## config.mk

```make
export PLATFORM = sky130hd
export DESIGN_NAME = qrs_sqrt
export DESIGN_NICKNAME = d
export VERILOG_FILES = /design/src/quadratic_root_solver_assert.svh /design/src/qrs_pkg.sv /design/src/qrs_sqrt.sv
export SDC_FILE = /design/constraint.sdc
export NUM_CORES = 1
export LEC_CHECK = 0
export BUFFER_PORTS_ARGS = -buffer_cell sky130_fd_sc_hd__buf_2
export CORE_UTILIZATION = 30
export DETAILED_ROUTE_END_ITERATION = 8
export GPL_TIMING_DRIVEN = 0
export PLACE_DENSITY_LB_ADDON = 0.25
export SYNTH_ARGS = -nofsm -noshare
export SYNTH_HDL_FRONTEND = slang
export SYNTH_SLANG_ARGS = --single-unit
```

## constraint.sdc

```tcl
create_clock -name clk_i -period 3.4 [get_ports clk_i]
set_input_delay 0.51 -clock clk_i [delete_from_list [all_inputs] [get_ports clk_i]]
set_output_delay 0.51 -clock clk_i [all_outputs]
set_load 0.01 [all_outputs]
```

## src/quadratic_root_solver_assert.svh

```systemverilog
// assertion macros used by the solver rtl
`ifndef QUADRATIC_ROOT_SOLVER_ASSERT_SVH
`define QUADRATIC_ROOT_SOLVER_ASSERT_SVH

// property checked on every rising clock edge outside reset
`define QRS_ASSERT(lbl, prop) \
  lbl: assert property (@(posedge clk_i) disable iff (!rst_ni) prop) \
    else $error("quadratic root solver assertion failed");

// same-cycle implication
`define QRS_IMPLIES(lbl, ante, cons) `QRS_ASSERT(lbl, (ante) |-> (cons))

`endif

```

## src/qrs_pkg.sv

```systemverilog
package qrs_pkg;

  localparam int OUT_FRAC = 16;
  localparam int OUT_W    = 32;

  typedef enum logic [1:0] {
    KIND_TWO     = 2'd0,
    KIND_ONE     = 2'd1,
    KIND_CPLX    = 2'd2,
    KIND_INVALID = 2'd3
  } root_kind_e;

  typedef struct packed {
    logic       valid;
    root_kind_e kind;
  } ctrl_t;

endpackage

```

## src/qrs_sqrt.sv

```systemverilog
module qrs_sqrt #(
  parameter int CW = 16
) (
  input  logic                 clk_i,
  input  logic                 rst_ni,
  input  qrs_pkg::ctrl_t       ctrl_i,
  input  logic [2*CW:0]        disc_i,
  input  logic signed [CW-1:0] a_i,
  input  logic signed [CW-1:0] b_i,
  output qrs_pkg::ctrl_t       ctrl_o,
  output logic [CW:0]          root_o,
  output logic signed [CW-1:0] a_o,
  output logic signed [CW-1:0] b_o
);

  localparam int SW = CW + 1;
  localparam int RW = SW + 3;
  localparam int XW = 2 * SW;

  // one root bit per stage, two radicand bits consumed per stage
  logic [RW-1:0]        rem_q  [SW];
  logic [SW-1:0]        root_q [SW];
  logic [XW-1:0]        dsh_q  [SW];
  logic signed [CW-1:0] a_q    [SW];
  logic signed [CW-1:0] b_q    [SW];
  qrs_pkg::ctrl_t       ctrl_q [SW];

  for (genvar k = 0; k < SW; k++) begin : g_stage
    logic [RW-1:0]        rem_in;
    logic [SW-1:0]        root_in;
    logic [XW-1:0]        d_in;
    logic signed [CW-1:0] a_in, b_in;
    qrs_pkg::ctrl_t       ctrl_in;
    logic [RW-1:0]        nxt, trial, rem_d;
    logic [SW-1:0]        root_d;
    logic                 ge;

    if (k == 0) begin : g_first
      assign rem_in  = '0;
      assign root_in = '0;
      assign d_in    = {1'b0, disc_i};
      assign a_in    = a_i;
      assign b_in    = b_i;
      assign ctrl_in = ctrl_i;
    end else begin : g_next
      assign rem_in  = rem_q[k-1];
      assign root_in = root_q[k-1];
      assign d_in    = dsh_q[k-1];
      assign a_in    = a_q[k-1];
      assign b_in    = b_q[k-1];
      assign ctrl_in = ctrl_q[k-1];
    end

    always_comb begin
      nxt    = {rem_in[RW-3:0], d_in[XW-1 -: 2]};
      trial  = {1'b0, root_in, 2'b01};
      ge     = (nxt >= trial);
      rem_d  = ge ? (nxt - trial) : nxt;
      root_d = {root_in[SW-2:0], ge};
    end

    always_ff @(posedge clk_i or negedge rst_ni) begin
      if (!rst_ni) begin
        ctrl_q[k] <= '0;
      end else begin
        ctrl_q[k] <= ctrl_in;
      end
    end

    always_ff @(posedge clk_i) begin
      rem_q[k]  <= rem_d;
      root_q[k] <= root_d;
      dsh_q[k]  <= {d_in[XW-3:0], 2'b00};
      a_q[k]    <= a_in;
      b_q[k]    <= b_in;
    end
  end

  assign ctrl_o = ctrl_q[SW-1];
  assign root_o = root_q[SW-1];
  assign a_o    = a_q[SW-1];
  assign b_o    = b_q[SW-1];

endmodule

```

==> results of run 1 <==
==> area by class of cell <==
class | count | area, um^2
Clock inverter | 55 | 888
Buffer | 33 | 163
Fill cell | 11600 | 75900
Timing Repair Buffer | 190 | 1300
Clock buffer | 189 | 3860
Tap cell | 1612 | 2020
Multi-Input combinational cell | 1413 | 9760
Inverter | 206 | 773
Sequential cell | 1284 | 26000
==> worst max-delay path, cell delays in order (launching register included) <==
cell      delay [ps]
dfxtp_1          350
inv_1             50
ha_1             380
and4_1           260
nand4_1          150
o31ai_1          540
or2_1            180
clkbuf_1         340
buf_2            330
mux2_2           370
==> final timing paths <==
| path | cells past startpoint | slack (ps) | start | to |
|---|---|---|---|---|
| max in group asynchronous | 2 | 2200 | rst_ni | ctrl_q[42] |
| hold / removal | 0 | 310 | dsh_q[0][315] | dsh_q[0][349] |
| min in group asynchronous | 2 | 520 | rst_ni | ctrl_q[44] |
| hold reg to reg | 0 | 310 | dsh_q[0][315] | dsh_q[0][349] |
| setup / recovery | 9 | 310 | root_q[12][9] | rem_q[0][272] |
| setup reg to reg | 9 | 310 | root_q[12][9] | rem_q[0][272] |
==> stage by stage <==
stage / power (W) / std cells / hold slack, ps / utilization, %
6_report: 0.0369 / 4982 / 309 / 37.1
5_1_grt: 0.0389 / 4982 / 315 / 37.1
4_1_cts: 0.0376 / 4982 / 307 / 37.1
3_5_place_dp: 0.0221 / 4669 / 312 / 32.6
3_3_place_gp: 0.0221 / 4669 / 309 / 32.6
2_1_floorplan: 0.0210 / 2936 / 214 / -
==> power groups by stage <==
stage	sequential [W]	clock (W)	combinational [W]
floorplan	0.0178	0	0.00320
global placement	0.0181	0	0.00401
detailed placement	0.0181	0	0.00402
CTS	0.0178	0.0157	0.00411
global route	0.0180	0.0164	0.00462
finish	0.0178	0.0151	0.00407
==> metal layers <==
metal | routed length [um] | part of all wire, %
met1 | 24300 | 43
met2 | 26700 | 47
met3 | 2610 | 4.6
met4 | 2810 | 5.0
met5 | 0 | 0
==> registers in the layout (all words and copies together) (netlist names) <==
| name | flops |
|---|---|
| b_q | 272 |
| a_q | 272 |
| ctrl_o | 3 |
| rem_q | 264 |
| ctrl_q | 48 |
| root_q | 153 |
| dsh_q | 272 |
==> logic make-up (layout without fill, tap and decap cells) <==
family,count (synthesis),count (layout)
adders and majority gates,170,170
and+or+nand+nor,568,568
muxes,25,25
xor gates and xnor gates,196,196
DFF,1284,1284
other,1,1
buffers and inverters,239,673
AOI/OAI and AO/OA,453,453
==> cell usage in the layout, fill, tap and decap left out, types with 7 or more instances in the layout <==
master and count:
xnor2_1 116, or3_1 20, nand4_1 20, xor2_1 80
dfrtp_1 51, dlygate4sd3_1 69, clkinv_16 7, nand2b_1 34
nor2b_1 27, dfxtp_1 1233, or4_1 10, ha_1 170
clkbuf_1 45, nand2_1 128, o31ai_1 14, nor2_1 176
a31oi_1 12, clkbuf_16 136, o41ai_1 7, mux2_2 23
nor3_1 57, a211oi_1 9, inv_1 203, clkbuf_8 26
o21ai_1 8, nand3_1 22, o21ai_0 100, a21oi_1 158
nor4_1 20, buf_2 131, a21o_1 32, o21a_1 41
bufinv_16 14, clkinv_2 19, o211ai_1 16, or2_2 11
==> flow_metrics.tcl, run 1 <==
set metrics [dict create \
    startpoint_type "flop" \
    dp_slack_ps 279 \
    netlist_top_cells_count "dfxtp_1 (1,233), inv_1 (203), nor2_1 (176)" \
    synth-adder-area-share_pct 5.80 \
    postCtsHoldBufs 69 \
    intPower_w 0.0279 \
    antenna_cells 0 \
    endpoint_kind "flop" \
    drv_cap 0 \
    drt_pass1_iterations 5 \
    slew_violations 0 \
    antenna_found_initial 0 \
    status "complete, no violations" \
    drive_above_1_share_pct 12.1 \
    synthArstFlopShare_pct 3.97 \
    synth.distinct_cells 83 \
    clk_path_buf_depth 3 \
    use_met1_pct 10.1 \
    cts.sinks 1284 \
    ant_nets 0 \
    synthesis.nets 3176 \
    fin_nets 3503 \
    hold_path_class "reg -> reg" \
    clkTransAtPathRegs_ps 60 \
    ir_drop_uv 506 \
    clock_skew_ps 40.0 \
    arrival_ps 3700 \
    ys_seq_area_share_pct 70.8 \
    route.detailed.drc 0 \
    powerDensity_nw_per_um2 825 \
    synth_top_family_by_area "compound AO/OA/AOI/OAI gates" \
    finalCritPeriodShare_pct 90.8 \
    viasPerCell 3.98 \
    yosys.area_share.simple_pct 7.64 \
    crit_type "reg -> reg" \
    track_usage_pct 9.34 \
    fin_ws_ps 314 \
    first_iter_violations 693 \
    die_x_um 352 \
    muxShareOfSynthArea_pct 0.761 \
    clk_latency_ps 740 \
    yosysMostFrequentCell "dfxtp_1" \
    busiest_layer "met2" \
    synth_top_area_share_pct 67.3 \
    leakagePower_nw 20.0 \
    pwr-share-clk_pct 40.8 \
    grt_max_degree 52 \
    start_util_pct 30.4 \
    cts_tree "yes" \
    cts_made_buffers 135 \
    setup_viol 0 \
    wl_mm 56.4 \
    root_buffer "clkbuf_16" \
    postCtsSetupBuffers 0 \
    comb_power_share_pct 11.0 \
    final_area_um2 44700 \
    avgSynthCellArea_um2 12.5 \
    gp_congestion 0.847 \
    rows 127 \
    synthCells 2936 \
    hold_violations 0 \
    hpwl_mm 38.4 \
    ys.flop_type "dfxtp_1" \
    cts_resized 0 \
    cp.required_ps 4010 \
    period_needed_ps 3090 \
    slew_headroom_pct 27.1 \
    cts_htree_levels 4 \
    port_buffers 121 \
    grt_util_met2_pct 15.7 \
    p_sw_share_pct 24.4 \
    max_freq_ghz 0.324 \
    fp.dieH_um 352 \
    placed_area_um2 39300 \
    synth-xor-area-share_pct 4.68 \
    wl_per_cell_um 11.3 \
    core-area_um2 121000 \
    p_switching_w 0.00899 \
    rsz0062_at_grt "no" \
    yosys.area.top_type "dfxtp_1" \
    synth_compound_area_share_pct 7.72 \
    syn_area_um2 36700 \
    synth_area_leaders "dfxtp_1 (67%), ha_1 (5.8%), dfrtp_1 (3.5%)" \
    grtUsageMet3_pct 2.66 \
    syn2layout_area_growth_pct 22.0 \
    dieArea_um2 124000 \
    power_frac_seq_pct 48.1 \
    yosysWarnings 0 \
    path_max_fanout 10 \
    synth_edf_count 0 \
    grt_overflow 0 \
    grt_pass1_vias 19700 \
    worst_slew_pin_slew_ps 1090 \
    via_count 19800 \
    fin_tns_setup_ps 0 \
    grt_pass1_wl_mm 92.9 \
    synth_seq_cells 1284 \
    pin_count 122 \
]
No activity file was read; power rests on OpenSTA's default activity.
==> inputs of run 2 (changes only) <==
--- a/config.mk
+++ b/config.mk
@@ -8,4 +8,5 @@
 export BUFFER_PORTS_ARGS = -buffer_cell sky130_fd_sc_hd__buf_2
 export CORE_UTILIZATION = 30
+export CTS_BUF_LIST = sky130_fd_sc_hd__clkbuf_16
 export DETAILED_ROUTE_END_ITERATION = 8
 export GPL_TIMING_DRIVEN = 0
==> constraint.sdc (replaced) <==
create_clock -name clk_i -period 3.4 [get_ports clk_i]
set_input_delay 0.51 -clock clk_i [delete_from_list [all_inputs] [get_ports clk_i]]
set_output_delay 0.51 -clock clk_i [all_outputs]
set_load 0.02 [all_outputs]
==> flow_metrics.tcl, run 2 (synthesis results as in run 1) <==
set metrics [dict create \
    hold_violations 0 \
    rsz0062_at_grt "no" \
    wl_mm 56.4 \
    comb_power_share_pct 11.3 \
    fin_ws_ps 333 \
    max_freq_ghz 0.326 \
    status "complete, no violations" \
    drv_cap 0 \
    antenna_cells 0 \
    wl_per_cell_um 11.3 \
    layout_common_cells "dfxtp_1 (1,233), inv_1 (230), nor2_1 (176), ha_1 (170), a21oi_1 (158)" \
    r2r_slack_ps 330 \
    fin_tns_setup_ps 0 \
    pwr-share-clk_pct 39.7 \
    rows 127 \
    fin_nets 3503 \
    slew_headroom_pct 27.1 \
    path_max_fanout 10 \
    reg2reg_depth 9 \
    arrival_ps 3680 \
    final_area_um2 44500 \
    syn2layout_area_growth_pct 21.3 \
    dp_slack_ps 279 \
    cts_resized 0 \
    finalPower_w 0.0362 \
    slew_violations 0 \
    gp_congestion 0.847 \
    first_iter_violations 686 \
    die_x_um 352 \
    drive_above_1_share_pct 11.4 \
    p_sw_share_pct 24.8 \
    grt_max_degree 52 \
    period_needed_ps 3070 \
    fp.dieH_um 352 \
    p_switching_w 0.00901 \
    route.detailed.drc 0 \
    crit_type "reg -> reg" \
    pin_count 122 \
    clkTransAtPathRegs_ps 60 \
    ant_nets 0 \
    cp-endpoint "rem_q[0][272]" \
    placed_area_um2 39300 \
    setup_viol 0 \
    drt_pass1_iterations 5 \
    track_usage_pct 9.34 \
    r2r-end "rem_q[0][272]" \
    cts_tree "yes" \
    dp.cells 4669 \
    cp.required_ps 4010 \
    cts_htree_levels 4 \
    leakagePower_nw 19.9 \
    rr_startpoint "root_q[12][9]" \
    via_count 19800 \
    root_buffer "clkbuf_16" \
    hold_path_class "reg -> reg" \
    cts_made_buffers 135 \
    finalCritPeriodShare_pct 90.2 \
    dieArea_um2 124000 \
    final_common_cell "dfxtp_1" \
    endpoint_kind "flop" \
    clk_path_buf_depth 3 \
    grt_overflow 0 \
    antenna_found_initial 0 \
    clock_skew_ps 41.1 \
    grt_pass1_vias 19700 \
    start_util_pct 30.4 \
    setup.worst_path.start "root_q[12][9]" \
    hpwl_mm 38.4 \
    clk_latency_ps 750 \
    largestRegisters "a_q: 272 flops, b_q: 272 flops, dsh_q: 272 flops" \
    worst_slew_pin_slew_ps 1090 \
    grt_pass1_wl_mm 92.9 \
    viasPerCell 3.98 \
    core-area_um2 121000 \
    power_frac_seq_pct 49.0 \
    startpoint_type "flop" \
    final_cells 4982 \
    ir_drop_uv 457 \
    intPower_w 0.0272 \
    powerDensity_nw_per_um2 815 \
    port_buffers 121 \
    cts.sinks 1284 \
]
run 2: power by group through the flow:
| stage | logic, W | clock network [W] | registers [W] |
|---|---|---|---|
| final | 0.00410 | 0.0144 | 0.0178 |
| after global routing | 0.00465 | 0.0157 | 0.0180 |
| after CTS | 0.00414 | 0.0150 | 0.0178 |
| after detailed placement | 0.00406 | 0 | 0.0181 |
| after global placement | 0.00404 | 0 | 0.0181 |
| after floorplan | 0.00320 | 0 | 0.0178 |
run 2: per-layer routing:
metal / up-vias / GRT usage (%) / share of wire [%]
met3: 193 / 2.63 / 4.5
met4: 0 / 6.56 / 5.2
met2: 384 / 15.7 / 47
met1: 8812 / 10.1 / 43
li1: 10400 / - / -
met5: - / 0 / 0
run 2: how the worst min path moves through the flow:
stage | from | endpoint | slack [ps] | cells past startpoint
after floorplan | rst_ni | ctrl_o[0] | 210 | 0
after global placement | b_q[5][6] | b_q[6][6] | 310 | 0
after detailed placement | a_q[10][2] | a_q[11][2] | 310 | 0
after CTS | a_i[4] | a_q[0][4] | 310 | 2
after global routing | dsh_q[0][218] | dsh_q[0][252] | 320 | 0
final | dsh_q[0][315] | dsh_q[0][349] | 310 | 0
run 2: what timing repair did:
| item | in CTS | in global routing |
|---|---|---|
| hold buffers | 69 | 0 |
| hold endpoints to repair | 119 | 0 |
| setup endpoints to repair | 0 | 0 |
| buffers inserted | 0 | 0 |
run 2: worst max-delay path, cell delays in order (launching register included):
cell and delay, ps:
dfxtp_1 350, inv_1 50, ha_1 380, and4_1 260, nand4_1 150, o31ai_1 520
or2_1 170, clkbuf_1 350, buf_2 330, mux2_2 370
run 2: per-stage QoR:
step                utilization, %  hold WS (ps)
floorplan                        -           214
finish                        36.9           307
detailed placement            32.6           312
global placement              32.6           309
CTS                           36.9           306
global route                  36.9           315
run 2: cell type report:
type / count / area, um^2
buffer: 33 / 163
multi-input combinational: 1413 / 9760
inverter: 206 / 773
tap: 1612 / 2020
clock inverter: 108 / 1090
clock buffer: 136 / 3400
fill: 11700 / 76200
timing repair buffer: 190 / 1300
sequential: 1284 / 26000
